===== config.mk =====
export PLATFORM = sky130hd
export DESIGN_NAME = stsr_fifo
export DESIGN_NICKNAME = d
export VERILOG_FILES = /design/src/stsr_fifo.sv
export SDC_FILE = /design/constraint.sdc
export NUM_CORES = 1
export LEC_CHECK = 0
export ABC_AREA = 1
export BUFFER_PORTS_ARGS = -buffer_cell sky130_fd_sc_hd__buf_2
export CAP_MARGIN = 20
export CORE_AREA = 2 2 41 43
export DETAILED_ROUTE_END_ITERATION = 6
export DIE_AREA = 0 0 43 45
export SYNTH_ARGS = -nofsm -noshare
export SYNTH_HDL_FRONTEND = slang
export SYNTH_SLANG_ARGS = --single-unit

===== constraint.sdc =====
create_clock -name clk_i -period 3.1 [get_ports clk_i]
set_input_delay 0.62 -clock clk_i [delete_from_list [all_inputs] [get_ports clk_i]]
set_output_delay 0.62 -clock clk_i [all_outputs]
set_load 0.005 [all_outputs]

===== src/stsr_fifo.sv =====
`default_nettype none

module stsr_fifo #(
  parameter type         T     = logic,
  parameter int unsigned DEPTH = 4
) (
  input  wire logic                       clk_i,
  input  wire logic                       rst_ni,
  input  wire logic                       push_i,
  input  wire T                           wdata_i,
  input  wire logic                       pop_i,
  output T                                rdata_o,
  output logic                            full_o,
  output logic                            empty_o,
  output logic [$clog2(DEPTH+1)-1:0]      count_o
);

  localparam int unsigned PW = (DEPTH > 1) ? $clog2(DEPTH) : 1;
  localparam int unsigned CW = $clog2(DEPTH + 1);

  T                mem_q [DEPTH];
  logic [PW-1:0]   wr_ptr_q, wr_ptr_d;
  logic [PW-1:0]   rd_ptr_q, rd_ptr_d;
  logic [CW-1:0]   count_q, count_d;
  logic            do_push, do_pop;

  assign do_push = push_i && !full_o;
  assign do_pop  = pop_i && !empty_o;

  assign full_o  = (count_q == CW'(DEPTH));
  assign empty_o = (count_q == '0);
  assign count_o = count_q;
  assign rdata_o = mem_q[rd_ptr_q];

  always_comb begin
    wr_ptr_d = wr_ptr_q;
    rd_ptr_d = rd_ptr_q;
    count_d  = count_q;
    if (do_push) begin
      wr_ptr_d = (wr_ptr_q == PW'(DEPTH - 1)) ? '0 : wr_ptr_q + PW'(1);
    end
    if (do_pop) begin
      rd_ptr_d = (rd_ptr_q == PW'(DEPTH - 1)) ? '0 : rd_ptr_q + PW'(1);
    end
    if (do_push && !do_pop) begin
      count_d = count_q + CW'(1);
    end else if (do_pop && !do_push) begin
      count_d = count_q - CW'(1);
    end
  end

  always_ff @(posedge clk_i or negedge rst_ni) begin
    if (!rst_ni) begin
      wr_ptr_q <= '0;
      rd_ptr_q <= '0;
      count_q  <= '0;
    end else begin
      wr_ptr_q <= wr_ptr_d;
      rd_ptr_q <= rd_ptr_d;
      count_q  <= count_d;
    end
  end

  always_ff @(posedge clk_i) begin
    if (do_push) begin
      mem_q[wr_ptr_q] <= wdata_i;
    end
  end

endmodule

`default_nettype wire


== After elaboration in Yosys (flattened, before gate mapping) ==
Memory sizes are Yosys's and may differ from the RTL's.
Cells that the tools add are included.

* Flip-flop bits (word level): 7
* RAM bits: 4
* Input bits: 5
* Memories: 1

{| class="wikitable"
|+ Memory list
! name !! words !! bits a word !! rd ports !! clocked after memory_dff !! wr ports !! RTL line !! RTL
|-
| mem_q || 4 || 1 || 1 || 0 || 1 || 21 || <nowiki>T mem_q [DEPTH];</nowiki>
|}

* Add/subtract/negate cells: 4
* Eq/ne operators: 3
* Multiplexer cells: 6
* Reductions and logical operators: 10

{| class="wikitable"
|+ Operators by type and width
! operator !! count
|-
| 3-bit 2-to-1 mux || 2
|-
| 2-bit by 1-bit adder with 2-bit output, second input constant || 2
|-
| 2-bit == test, second input constant || 2
|-
| 1-bit logical AND || 4
|-
| 1-bit logical NOT || 4
|-
| 2-bit 2-to-1 mux || 2
|-
| 3-bit by 1-bit adder with 3-bit output, second input constant || 1
|-
| 3-bit == test, second input constant || 1
|-
| 3-bit logical NOT || 1
|-
| 3-bit by 1-bit subtractor with 3-bit output, second input constant || 1
|-
| 1-bit 2-to-1 mux || 2
|-
| 2-bit nonzero test || 1
|}

== Longest topological paths before layout ==
* Depth in word-level cells: 7
* Depth in mapped cells: 12
* Mapped depth without buffers: 12

== Worst setup path before layout ==
OpenSTA, ideal clock, no wires.

* Path type: flip-flop to flip-flop
* Start point: register count_q[0] (netlist: count_o[0])
* End point: register count_q[1] (netlist: count_o[1])
* Data arrival time: 1.566 ns
* Required time: 2.973 ns
* Slack: 1.407 ns
* Cell stages (with the launch flop): 10
* Path buffers: 0
* Clock period less this slack: 1.693 ns
* Cell sequence: dfrtp_1 > inv_1 > nand3_2 > nand2_4 > inv_1 > ha_1 > inv_1 > fa_1 > nand2_1 > o21ai_0

{| class="wikitable"
|+ RTL lines
! item !! RTL line !! RTL
|-
| start: declaration || 24 || <nowiki>logic [CW-1:0] count_q, count_d;</nowiki>
|-
| start signal: assignment || 60 || <nowiki>count_q <= count_d;</nowiki>
|-
| 3-bit == test || 30 || <nowiki>assign full_o = (count_q == CW'(DEPTH));</nowiki>
|-
| 1-bit logical NOT || 27 || <nowiki>assign do_push = push_i && !full_o;</nowiki>
|-
| 1-bit logical AND || 27 ||
|-
| named net do_push || 25 || <nowiki>logic do_push, do_pop;</nowiki>
|-
| 1-bit logical AND || 45 || <nowiki>if (do_push && !do_pop) begin</nowiki>
|-
| 3-bit 2-to-1 mux || 45 ||
|-
| named net count_d[1] || 24 ||
|}

The timed path passes the listed nets, and every way through them passes these cells. The select of a mux whose other input is x is not followed.
A chain may end at the register's enable or synchronous reset.

== Worst setup path in the final report ==
* Start point: register count_q[1] (netlist: count_o[1])
* End point: register count_q[1] (netlist: count_o[1])

Same word-level chain as after synthesis.

==> results.cfg <==
[final_layout]
diodes = 0
utilization_pct = 49.9
final_common_cell = inv_1
final_net_count = 99
area_growth_syn_to_layout_pct = 15.1
drive_gt1_share_pct = 19.8
fin_cells = 102
final_cell_mix = 17 x inv_1, 16 x nand2_1, 10 x buf_2

[detailed_routing]
ant_nets = 0
dr_wl_met3_um = 47
route.detailed.drc = 0
drt_iter0_drc = 16
wl_met1_um = 424
top_layer_used = met4
wl_per_cell_um = 9.72
firstDrtPassIters = 4
dr_wl_met2_um = 491
via_per_inst = 4.58
dr_total_vias = 467
drt_wl_total_um = 991

[setup_path]
critPathSlowestCell = dfrtp_1
critPathLaunchType = flip-flop
worstReg2RegStart = count_o[1]$_DFFE_PN0P_
crit_required_ns = 3.26
path_common_cell = inv_1
crit_start = count_o[1]$_DFFE_PN0P_
crit_family = adder cells
path_buf_inv = 3
crit_fanout = 7
path_cells = inv_1, nand3_2, nand2_4, inv_1, ha_1, inv_1, fa_1, nand2_1, o21ai_0
critical_path_arrival_ns = 1.98
worstSetupPathType = flip-flop to flip-flop
max_stage_delay_ns = 0.42
end_kind = flip-flop

[power]
pwr-share-clk_pct = 14.5
intPower_uw = 400
p_per_area_nw_per_um2 = 929
power_leakage_uw = 0.000408
sequentialPowerShare_pct = 39.6
p_sw_share_pct = 41.4
comb_power_share_pct = 45.8
power_switching_uw = 283
peakVddDrop_mv = 0.510

[sta]
finalHoldViolations = 0
finalCritPeriodShare_pct = 58.8
fin_crit_ns = 1.82
rsz0062_at_grt = false
finalSetupTns_ns = 0
fin_hold_ws_ns = 0.168
fin_skew_ns = 0.00416
slew_viol_final = 0
tightest_slew_ns = 0.204
fmax_mhz = 548
relSlewSlack_pct = 86.4
report.final.setup_viol = 0

[floorplanning]
die_h_um = 45
core_um2 = 1470
die-width_um = 43
start_util_pct = 43.4
io_pins = 11
num_rows = 14
dieArea_um2 = 1940

[grt]
antenna_found_initial = 0
grt_usage_pct = 13.3
grt_overflow = 0
grt_max_degree = 8
grt_pass1_wl_um = 1740
grt_pass1_vias = 411

[synthesis]
synth.yosys.seq_area_share_pct = 46.3
ys_warn_count = 0
synth_cells = 72
syn-mean-instance-area_um2 = 8.86
ys_types = 17
syn_area_um2 = 638
syn-num-nets = 84
ys_seq_elements = 11

[worst_hold_path]
hp-class = input pin to async pin

[clocking]
path_clk_slew_ns = 0.07
clock_path_buffers = 2
cts_resized = 0
cts_root_buf = clkbuf_4
htreeDepth = 1
cts_buffers = 3
ctsHoldBuffers = 0
clk_latency_ns = 0.27
tritoncts = built
post_cts_buffers = 0
clock-sinks = 11

[placed_design]
hpwl_um = 796
routabilityCongestion = 0.776
port_buffers = 10
dp_cells = 98

[status]
status = complete, no violations

[job]
cap_viol_max_count = 0
power groups by stage:
stage	Sequential [uW]	Clock [uW]	Combinational, uW
3_5_place_dp	275	0	321
2_1_floorplan	264	0	231
6_report	271	99.3	313
4_1_cts	273	106	322
5_1_grt	281	112	370
3_3_place_gp	273	0	312
registers in the layout, summed over array words and instances, names as in the netlist:
signal,count
mem_q,4
count_o,3
rd_ptr_q,2
wr_ptr_q,2
cells in the mapped netlist:
| master | instances | area share (%) |
|---|---|---|
| a21oi_1 | 1 | 0.78 |
| dfrtp_1 | 7 | 27 |
| edfxtp_1 | 4 | 19 |
| fa_1 | 1 | 3.1 |
| ha_1 | 6 | 12 |
| inv_1 | 17 | 10 |
| nand2_1 | 16 | 9.4 |
| nand2_2 | 1 | 0.98 |
| nand2_4 | 1 | 1.8 |
| nand3_1 | 5 | 3.9 |
| nand3_2 | 2 | 3.1 |
| nand4_1 | 1 | 0.98 |
| nor2_1 | 6 | 3.5 |
| o211ai_1 | 1 | 1.2 |
| o21ai_0 | 1 | 0.78 |
| or2_1 | 1 | 0.98 |
| xnor2_1 | 1 | 1.4 |
layout make-up:
cell class	instances	area [um2]
Clock buffer	4	26.3
Timing Repair Buffer	10	50.0
Fill cell	146	737
Tap cell	16	20.0
Multi-Input combinational cell	44	279
Sequential cell	11	295
Inverter	17	63.8
through the flow:
stage / setup slack [ns] / area (um2) / power [uW]
after CTS: 1.26 / 734 / 701
after global placement: 1.25 / 708 / 585
final: 1.28 / 734 / 683
after global routing: 1.14 / 734 / 764
after detailed placement: 1.21 / 708 / 596
after floorplan: 1.41 / 638 / 495
cells by family (layout without fill, tap and decap cells):
logic type,Yosys count,in the layout,share of synthesized area [%]
AOI/OAI and AO/OA,3,3,2.74
xor gates and xnor gates,1,1,1.37
adders and majority gates,7,7,14.9
buffers and inverters,17,31,10.0
DFF,11,11,46.3
and+or+nand+nor,33,33,24.7
metal layers:
metal | global-route usage (%) | vias to the layer above
met5 | 0 | -
met4 | 9.09 | 0
met3 | 7.20 | 4
met2 | 20.0 | 8
met1 | 14.6 | 209
li1 | - | 246
worst paths after layout:
path                                           end  slack (ns)  cells past startpoint
max                         count_o[1]$_DFFE_PN0P_        1.28                      9
min                        wr_ptr_q[0]$_DFFE_PN0P_        0.17                      1
max reg2reg                 count_o[1]$_DFFE_PN0P_        1.28                      9
min reg2reg                rd_ptr_q[1]$_DFFE_PN0P_        0.53                      2
max in group asynchronous  rd_ptr_q[1]$_DFFE_PN0P_        2.77                      1
min in group clk_i         rd_ptr_q[1]$_DFFE_PN0P_        0.53                      2
Power figures use the tool's default switching activity.
