## src/stsr_pkg.sv

```systemverilog
`default_nettype none

package stsr_pkg;

  // Defaults for the table capacities
  localparam int unsigned MAX_ROWS_DEF = 1024;
  localparam int unsigned MAX_COLS_DEF = 1024;

  // Index and dense-number width, fixed by the 11-bit coordinate fields
  localparam int unsigned IDX_W = 11;
  localparam int unsigned IDX_SPAN = 2 ** IDX_W;

  localparam int unsigned VAL_W = 64;

  localparam int unsigned CMD_DEPTH = 4;
  localparam int unsigned OUT_DEPTH = 4;

  // Function codes of an input word
  localparam logic [1:0] FUNC_LOAD_ROW = 2'd0;
  localparam logic [1:0] FUNC_LOAD_COL = 2'd1;
  localparam logic [1:0] FUNC_ENTRY    = 2'd2;
  localparam logic [1:0] FUNC_START    = 2'd3;

  typedef enum logic [1:0] {
    CMD_WR_ROW = 2'd0,
    CMD_WR_COL = 2'd1,
    CMD_ENTRY  = 2'd2
  } cmd_op_e;

  typedef struct packed {
    logic             keep;
    logic [IDX_W-1:0] num;
  } tbl_entry_t;

  typedef struct packed {
    cmd_op_e          op;
    logic             row_ok;
    logic             col_ok;
    logic [IDX_W-1:0] row_addr;
    logic [IDX_W-1:0] col_addr;
    tbl_entry_t       wdata;
    logic [VAL_W-1:0] value;
  } cmd_t;

  typedef struct packed {
    logic             kept;
    logic [IDX_W-1:0] new_row;
    logic [IDX_W-1:0] new_col;
    logic [VAL_W-1:0] value;
    logic             index_error;
  } result_t;

endpackage

`default_nettype wire

```

## src/stsr_front.sv

```systemverilog
`default_nettype none

module stsr_front
  import stsr_pkg::*;
#(
  parameter int unsigned MAX_ROWS = MAX_ROWS_DEF,
  parameter int unsigned MAX_COLS = MAX_COLS_DEF
) (
  input  wire logic             clk_i,
  input  wire logic             rst_ni,
  input  wire logic             push_i,
  input  wire logic             cmd_full_i,
  input  wire logic [1:0]       func_i,
  input  wire logic             mask_bit_i,
  input  wire logic [IDX_W-1:0] row_index_i,
  input  wire logic [IDX_W-1:0] col_index_i,
  input  wire logic [VAL_W-1:0] entry_value_i,
  output logic                  cmd_push_o,
  output cmd_t                  cmd_o
);

  localparam int unsigned RLW = $clog2(MAX_ROWS + 1);
  localparam int unsigned CLW = $clog2(MAX_COLS + 1);
  localparam int unsigned RCW = (RLW > IDX_W) ? RLW : IDX_W;
  localparam int unsigned CCW = (CLW > IDX_W) ? CLW : IDX_W;
  // Positions past the coordinate range are never read back: keep no storage for them
  localparam int unsigned ROW_DEPTH = (MAX_ROWS < IDX_SPAN) ? MAX_ROWS : IDX_SPAN;
  localparam int unsigned COL_DEPTH = (MAX_COLS < IDX_SPAN) ? MAX_COLS : IDX_SPAN;

  logic [RLW-1:0]   rows_loaded_q, rows_loaded_d;
  logic [CLW-1:0]   cols_loaded_q, cols_loaded_d;
  logic [IDX_W-1:0] rows_kept_q, rows_kept_d;
  logic [IDX_W-1:0] cols_kept_q, cols_kept_d;
  logic             accept;
  logic             row_room, col_room;
  logic             row_ok, col_ok;

  assign accept   = push_i && !cmd_full_i;
  assign row_room = rows_loaded_q < RLW'(MAX_ROWS);
  assign col_room = cols_loaded_q < CLW'(MAX_COLS);
  assign row_ok   = (row_index_i != '0) && (RCW'(row_index_i) <= RCW'(rows_loaded_q));
  assign col_ok   = (col_index_i != '0) && (CCW'(col_index_i) <= CCW'(cols_loaded_q));

  always_comb begin
    rows_loaded_d  = rows_loaded_q;
    cols_loaded_d  = cols_loaded_q;
    rows_kept_d    = rows_kept_q;
    cols_kept_d    = cols_kept_q;
    cmd_push_o     = 1'b0;
    cmd_o.op       = CMD_ENTRY;
    cmd_o.row_ok   = row_ok;
    cmd_o.col_ok   = col_ok;
    cmd_o.row_addr = row_index_i - IDX_W'(1);
    cmd_o.col_addr = col_index_i - IDX_W'(1);
    cmd_o.wdata    = '0;
    cmd_o.value    = entry_value_i;
    case (func_i)
      FUNC_LOAD_ROW: begin
        cmd_o.op       = CMD_WR_ROW;
        cmd_o.row_addr = IDX_W'(rows_loaded_q);
        cmd_o.wdata.keep = mask_bit_i;
        if (mask_bit_i) begin
          cmd_o.wdata.num = rows_kept_q + IDX_W'(1);
        end
        if (accept && row_room) begin
          rows_loaded_d = rows_loaded_q + RLW'(1);
          if (mask_bit_i) begin
            rows_kept_d = rows_kept_q + IDX_W'(1);
          end
          cmd_push_o = RCW'(rows_loaded_q) < RCW'(ROW_DEPTH);
        end
      end
      FUNC_LOAD_COL: begin
        cmd_o.op       = CMD_WR_COL;
        cmd_o.col_addr = IDX_W'(cols_loaded_q);
        cmd_o.wdata.keep = mask_bit_i;
        if (mask_bit_i) begin
          cmd_o.wdata.num = cols_kept_q + IDX_W'(1);
        end
        if (accept && col_room) begin
          cols_loaded_d = cols_loaded_q + CLW'(1);
          if (mask_bit_i) begin
            cols_kept_d = cols_kept_q + IDX_W'(1);
          end
          cmd_push_o = CCW'(cols_loaded_q) < CCW'(COL_DEPTH);
        end
      end
      FUNC_ENTRY: begin
        cmd_push_o = accept;
      end
      FUNC_START: begin
        if (accept) begin
          rows_loaded_d = '0;
          cols_loaded_d = '0;
          rows_kept_d   = '0;
          cols_kept_d   = '0;
        end
      end
      default: begin
        cmd_push_o = 1'b0;
      end
    endcase
  end

  always_ff @(posedge clk_i or negedge rst_ni) begin
    if (!rst_ni) begin
      rows_loaded_q <= '0;
      cols_loaded_q <= '0;
      rows_kept_q   <= '0;
      cols_kept_q   <= '0;
    end else begin
      rows_loaded_q <= rows_loaded_d;
      cols_loaded_q <= cols_loaded_d;
      rows_kept_q   <= rows_kept_d;
      cols_kept_q   <= cols_kept_d;
    end
  end

endmodule

`default_nettype wire

```

## config.mk

```make
export PLATFORM = sky130hd
export DESIGN_NAME = stsr_front
export DESIGN_NICKNAME = d
export VERILOG_FILES = /design/src/stsr_pkg.sv /design/src/stsr_front.sv
export SDC_FILE = /design/constraint.sdc
export NUM_CORES = 1
export LEC_CHECK = 0
export BUFFER_PORTS_ARGS = -buffer_cell sky130_fd_sc_hd__buf_2
export CORE_MARGIN = 2
export CORE_UTILIZATION = 45
export CTS_CLUSTER_SIZE = 12
export DETAILED_ROUTE_END_ITERATION = 7
export GPL_TIMING_DRIVEN = 0
export PLACE_DENSITY = 0.75
export SLEW_MARGIN = 15
export SYNTH_ARGS = -nofsm -noshare
export SYNTH_HDL_FRONTEND = slang
export SYNTH_SLANG_ARGS = --single-unit
```

## constraint.sdc

```tcl
create_clock -name clk_i -period 2.15 [get_ports clk_i]
set_input_delay 0.43 -clock clk_i [delete_from_list [all_inputs] [get_ports clk_i]]
set_output_delay 0.43 -clock clk_i [all_outputs]
set_load 0.01 [all_outputs]
```

# ---- Word-level counts from Yosys, hierarchy flattened
# Cells that the tools add are included.
dict set report totals {
  inputBits 93
  out_inout_bits 103
  ff_bits 44
}
dict set report op_classes {
  n_reduce_logical 15
  n_addsub 6
  mux 20
  magnitude_cmp 4
  n_eq_ne 8
}
# operator n
set op_table {}
lappend op_table {{11-bit 2-to-1 mux} 11}
lappend op_table {{11-bit one-hot mux with 2 select lines} 4}
lappend op_table {{11-bit by 1-bit adder with 11-bit output, second input constant} 4}
lappend op_table {{12-bit one-hot mux with 2 select lines} 1}
lappend op_table {{11-bit <= comparator} 2}
lappend op_table {{11-bit less-than comparator, second input constant} 2}
lappend op_table {{11-bit nonzero test} 2}
lappend op_table {{11-bit by 1-bit subtractor with 11-bit output, second input constant} 2}
lappend op_table {{2-bit != test, second input constant} 5}
lappend op_table {{4-bit AND reduction} 2}
lappend op_table {{3-bit AND reduction} 2}
lappend op_table {{1-bit logical AND} 5}
lappend op_table {{2-bit equality test, second input constant} 2}
lappend op_table {{2-bit one-hot mux with 2 select lines} 1}
lappend op_table {{2-bit nonzero test} 2}
lappend op_table {{1-bit one-hot mux with 3 select lines} 1}
lappend op_table {{2-bit by 1-bit equality test with 1-bit output, second input constant} 1}
lappend op_table {{2-bit zero test} 1}
lappend op_table {{1-bit 2-to-1 mux} 2}
lappend op_table {{1-bit zero test} 1}

# ---- Logic depth before layout (Yosys ltp)
dict set report logic_depth {
  depth_word 5
  ltp_mapped 8
  depth_no_buf 6
}

# ---- Least setup slack after synthesis
# Ideal clock, no wire load.
dict set report synth_path {
  path_kind {in2out}
  start {in row_index_i[0]}
  end {out cmd_o[93] (netlist bit)}
  stages 6
  required_ns 1.720
  path_slack_ns 0.076
  n_path_buf 0
  arrival_ns 1.644
  path_cell_list {inv_1 > ha_1 > or3b_2 > nor3_1 > xnor2_1 > a21oi_1}
}
# item line_no
set synth_lines {}
lappend synth_lines {{start: declaration} stsr_front.sv:15} ;# input wire logic [IDX_W-1:0] row_index_i,
lappend synth_lines {{end: declaration} stsr_front.sv:19} ;# output cmd_t cmd_o

# ---- Worst setup path in the final report
dict set report layout_path {
  start {reg cols_loaded_q[8]}
  end {out cmd_o[98] (netlist bit)}
}
dict set report layout_via {
  elab_chain_len 2
}
# item line_no
set layout_rtl {}
lappend layout_rtl {{start: declaration} stsr_front.sv:31} ;# logic [CLW-1:0] cols_loaded_q, cols_loaded_d;
lappend layout_rtl {{start signal: assignment} stsr_front.sv:113} ;# cols_loaded_q <= cols_loaded_d;
lappend layout_rtl {{11-bit <= comparator} stsr_front.sv:42} ;# assign col_ok = (col_index_i != '0) && (CCW'(col_index_i) <= CCW'(cols_loaded_q));
lappend layout_rtl {{1-bit logical AND} stsr_front.sv:42}
# No other way between the ends.

==> impl_metrics.prom <==
# TYPE chip_impl_metric gauge
chip_impl_info{name="outcome",value="complete, but fails checks"} 1
chip_impl_metric{name="ant_nets",unit=""} 0
chip_impl_metric{name="post-route-worst-setup-slack",unit="ns"} -0.109
chip_impl_metric{name="max_stage_delay",unit="ns"} 0.40
chip_impl_info{name="layout.cells.most_common_list",value="sky130_fd_sc_hd__buf_2, sky130_fd_sc_hd__buf_4, sky130_fd_sc_hd__nor2_1, sky130_fd_sc_hd__a21oi_1, sky130_fd_sc_hd__nand2_1"} 1
chip_impl_metric{name="routed_wl",unit="um"} 12800
chip_impl_metric{name="cts-htree-levels",unit=""} 2
chip_impl_metric{name="die_x",unit="um"} 103
chip_impl_metric{name="finalNonFillerCells",unit=""} 850
chip_impl_info{name="worst_path_dominant_cell_family",value="compound AO/OA/AOI/OAI gates"} 1
chip_impl_metric{name="place.gp.congestion",unit=""} 0.855
chip_impl_metric{name="dp_cells",unit=""} 805
chip_impl_metric{name="worst_ir_drop_vdd",unit="mV"} 0.285
chip_impl_metric{name="postSynthRegisterBits",unit=""} 44
chip_impl_metric{name="power_report.internal_total",unit="W"} 0.00177
chip_impl_metric{name="timing.slew.headroom",unit="%"} 32.2
chip_impl_metric{name="num_rows",unit=""} 36
chip_impl_metric{name="synth_cell_types",unit=""} 59
chip_impl_metric{name="clk_pin_slew_worst_paths",unit="ns"} 0.09
chip_impl_metric{name="post_drt_via_cell_ratio",unit=""} 5.47
chip_impl_info{name="yosysTopAreaCell",value="sky130_fd_sc_hd__dfrtp_1"} 1
chip_impl_metric{name="die-height",unit="um"} 103
chip_impl_metric{name="number_of_antenna_violations_at_the_first_check_in_global_routing",unit=""} 0
chip_impl_metric{name="yosysTopAreaCellShare",unit="%"} 25.1
chip_impl_metric{name="wl_per_cell",unit="um"} 15.0
chip_impl_metric{name="synth_enable_flop_cells",unit=""} 0
chip_impl_metric{name="clock-sinks",unit=""} 44
chip_impl_metric{name="fmaxAchievable",unit="GHz"} 0.443
chip_impl_metric{name="floorplan.io_pins",unit=""} 196
chip_impl_metric{name="floorplan.core_area",unit="mm^2"} 0.00959
chip_impl_metric{name="fillerInstances",unit=""} 814
chip_impl_metric{name="worst-slew-pin-transition",unit="ns"} 1.02
chip_impl_info{name="rsz0062_at_grt",value="yes"} 1
chip_impl_metric{name="finalWorstPathRequiredPeriod",unit="ns"} 2.26
chip_impl_info{name="final_common_cell",value="sky130_fd_sc_hd__buf_2"} 1
chip_impl_metric{name="ys_seq_area_share",unit="%"} 25.1
chip_impl_metric{name="initial_core_util",unit="%"} 45.6
chip_impl_info{name="tritoncts",value="done"} 1
chip_impl_metric{name="detail_route.drc_violations",unit=""} 0
chip_impl_metric{name="design.die.area",unit="mm^2"} 0.0105
chip_impl_info{name="cp_slowest_cell",value="sky130_fd_sc_hd__dfrtp_1"} 1
chip_impl_metric{name="total_leakage_power",unit="nW"} 2.71
chip_impl_metric{name="grt.overflow.total",unit=""} 0
chip_impl_metric{name="reg2regPathDepth",unit=""} 7
chip_impl_metric{name="place.port_buffers",unit=""} 131
chip_impl_info{name="yosys_most_used_dff",value="sky130_fd_sc_hd__dfrtp_1"} 1
chip_impl_metric{name="grt_pass1_vias",unit=""} 4280
chip_impl_metric{name="nNetsFinal",unit=""} 839
chip_impl_metric{name="antennaDiodeCount",unit=""} 0
chip_impl_metric{name="area_growth_from_synthesis_to_layout",unit="%"} 36.9
chip_impl_metric{name="hpwl",unit="um"} 8870
chip_impl_metric{name="finalSetupViolations",unit=""} 8
chip_impl_metric{name="pin_count_of_the_biggest_net_entering_global_routing",unit=""} 45
chip_impl_metric{name="clkPwrFrac",unit="%"} 20.1
chip_impl_metric{name="final_hold_viol_count",unit=""} 0
chip_impl_metric{name="power_density",unit="mW/mm^2"} 469
chip_impl_info{name="critical_path.cell_chain",value="inv_2 > ha_4 > a211o_1 > a21oi_2 > o211ai_1 > a21oi_1 > buf_6"} 1
chip_impl_metric{name="clock_tree.buffer_depth",unit=""} 2
chip_impl_info{name="critPathKind",value="reg2out"} 1
chip_impl_metric{name="fin_crit_sh",unit="%"} 105
chip_impl_metric{name="synth_area_per_cell",unit="um^2"} 8.09
chip_impl_metric{name="first_iteration_detailed_routing_drc_count",unit=""} 179
chip_impl_info{name="critical_path.endpoint_type",value="primary output"} 1
chip_impl_metric{name="tns_setup",unit="ns"} -0.598
chip_impl_info{name="violations",value="setup timing"} 1
chip_impl_metric{name="global_route_wire_length_before_repair",unit="um"} 19400
chip_impl_metric{name="sw_frac_of_total",unit="%"} 37.2
chip_impl_metric{name="crit_path_max_fanout",unit=""} 2
chip_impl_metric{name="worst-path-buf-inv",unit=""} 2
chip_impl_info{name="post_synth_main_area_contributors",value="sky130_fd_sc_hd__dfrtp_1, sky130_fd_sc_hd__buf_4, sky130_fd_sc_hd__ha_1"} 1
chip_impl_metric{name="worst_clock_skew",unit="ns"} 0.00517
chip_impl_metric{name="worst_skew_pair.late_latency",unit="ns"} 0.30
chip_impl_metric{name="firstDrtPassIters",unit=""} 4
chip_impl_info{name="clock-root-buffer",value="sky130_fd_sc_hd__clkbuf_8"} 1
chip_impl_metric{name="postSynthCellCount",unit=""} 541
chip_impl_metric{name="utilization",unit="%"} 62.5
chip_impl_metric{name="cts_made_buffers",unit=""} 5
chip_impl_metric{name="maxCapViolCount",unit=""} 0
chip_impl_metric{name="synth-async-reset-ratio",unit="%"} 100
chip_impl_metric{name="p_seq_share",unit="%"} 37.0
chip_impl_metric{name="total_power",unit="W"} 0.00281
chip_impl_info{name="min-delay-path-class",value="in2async"} 1
chip_impl_info{name="critical_path.startpoint_type",value="register"} 1
chip_impl_metric{name="logic_depth_of_the_worst_setup_path_including_buffers",unit=""} 7
chip_impl_metric{name="mappedNetlistArea",unit="mm^2"} 0.00438
chip_impl_metric{name="cp_data_arrival_time",unit="ns"} 1.83
chip_impl_metric{name="layout-drive-gt1-share",unit="%"} 46.9
chip_impl_metric{name="comb_power_share",unit="%"} 42.9
chip_impl_metric{name="worst_ep_required_time",unit="ns"} 1.72
chip_impl_metric{name="syn-num-nets",unit=""} 664
chip_impl_metric{name="globalRouteTotalUtil",unit="%"} 22.6
chip_impl_metric{name="dr_total_vias",unit=""} 4650
chip_impl_metric{name="net-switching-power",unit="W"} 0.00104
chip_impl_metric{name="synth.yosys.warnings",unit=""} 0
chip_impl_metric{name="slew_viol_final",unit=""} 0
-- what timing repair did --
action                     in CTS  in global routing
setup endpoints to repair      28                 28
pin swaps                      27                 25
gates resized for setup        66                 39
setup buffers                  34                  9
hold buffers                    0                  0
-- synthesized netlist by cell type (all sizes together) (3+ instances only) --
library cell	n
dfrtp	44
nor4	4
nand3	17
or4	4
xnor2	26
nand2	34
buf	76
o211ai	3
and2	5
nand3b	4
nor4b	5
nor2b	3
inv	31
and4	3
a31oi	3
a22o	4
clkbuf	10
ha	30
or3b	3
nor2	41
a211oi	6
mux2i	5
xor2	17
nor3	13
nand2b	8
o31ai	4
o21ai	33
a211o	4
a2111oi	4
o22ai	13
or3	7
nand4	15
a21oi	40
-- layer usage --
| metal | part of all wire, % | track usage, % |
|---|---|---|
| met1 | 41 | 28.2 |
| met3 | 5.8 | 2.78 |
| met4 | 2.2 | 7.28 |
| met5 | 0 | 0 |
| met2 | 51 | 40.4 |
-- cell families after synthesis --
family | Yosys count | share of synthesized area, %
and+or+nand+nor | 173 | 21.5
buffers and inverters | 118 | 16.4
muxes | 6 | 1.40
xor gates and xnor gates | 43 | 8.60
adders and majority gates | 30 | 8.57
AOI/OAI and AO/OA | 127 | 18.4
DFF | 44 | 25.1
-- state kept, by name, summed over array words and instances, names as in the netlist --
name / count
cols_kept_q: 11
cols_loaded_q: 11
rows_kept_q: 11
rows_loaded_q: 11
-- final timing paths --
check | start | to | slack, ns
max in group asynchronous | rst_ni | cols_kept_q[5] | 1.16
hold / removal | rst_ni | rows_loaded_q[0] | 0.29
setup / recovery | cols_loaded_q[8] | cmd_o[98] | -0.11
min in group clk_i | rows_kept_q[10] | rows_kept_q[10] | 0.51
hold reg to reg | rows_kept_q[10] | rows_kept_q[10] | 0.51
setup reg to reg | rows_loaded_q[10] | rows_kept_q[10] | 0.21
-- metrics by stage --
stage	area (um^2)	hold WS, ns	setup slack (ns)
after floorplan	4380	0.134	0.0760
after global placement	5200	0.487	-0.271
after detailed placement	5200	0.495	-0.313
after CTS	5800	0.330	-0.119
after global routing	6000	0.389	-0.175
final	6000	0.290	-0.109
-- area by class of cell --
class | instances | area [um^2] | share of cell area (%)
Timing Repair Buffer | 174 | 1020 | 17.0
Tap cell | 133 | 166 | 2.78
Buffer | 80 | 577 | 9.62
Sequential cell | 44 | 1120 | 18.7
Multi-Input combinational cell | 379 | 2890 | 48.2
Clock buffer | 6 | 82.6 | 1.38
Clock inverter | 2 | 10.0 | 0.167
Inverter | 32 | 124 | 2.07
-- power groups by stage --
stage	Clock, W	Combinational [W]	Sequential, W
2_1_floorplan	0	0.000659	0.00104
3_5_place_dp	0	0.000961	0.00107
5_1_grt	0.000598	0.00133	0.00105
4_1_cts	0.000563	0.00116	0.00103
3_3_place_gp	0	0.000922	0.00107
6_report	0.000565	0.00121	0.00104
No activity file was read; power rests on OpenSTA's default activity.
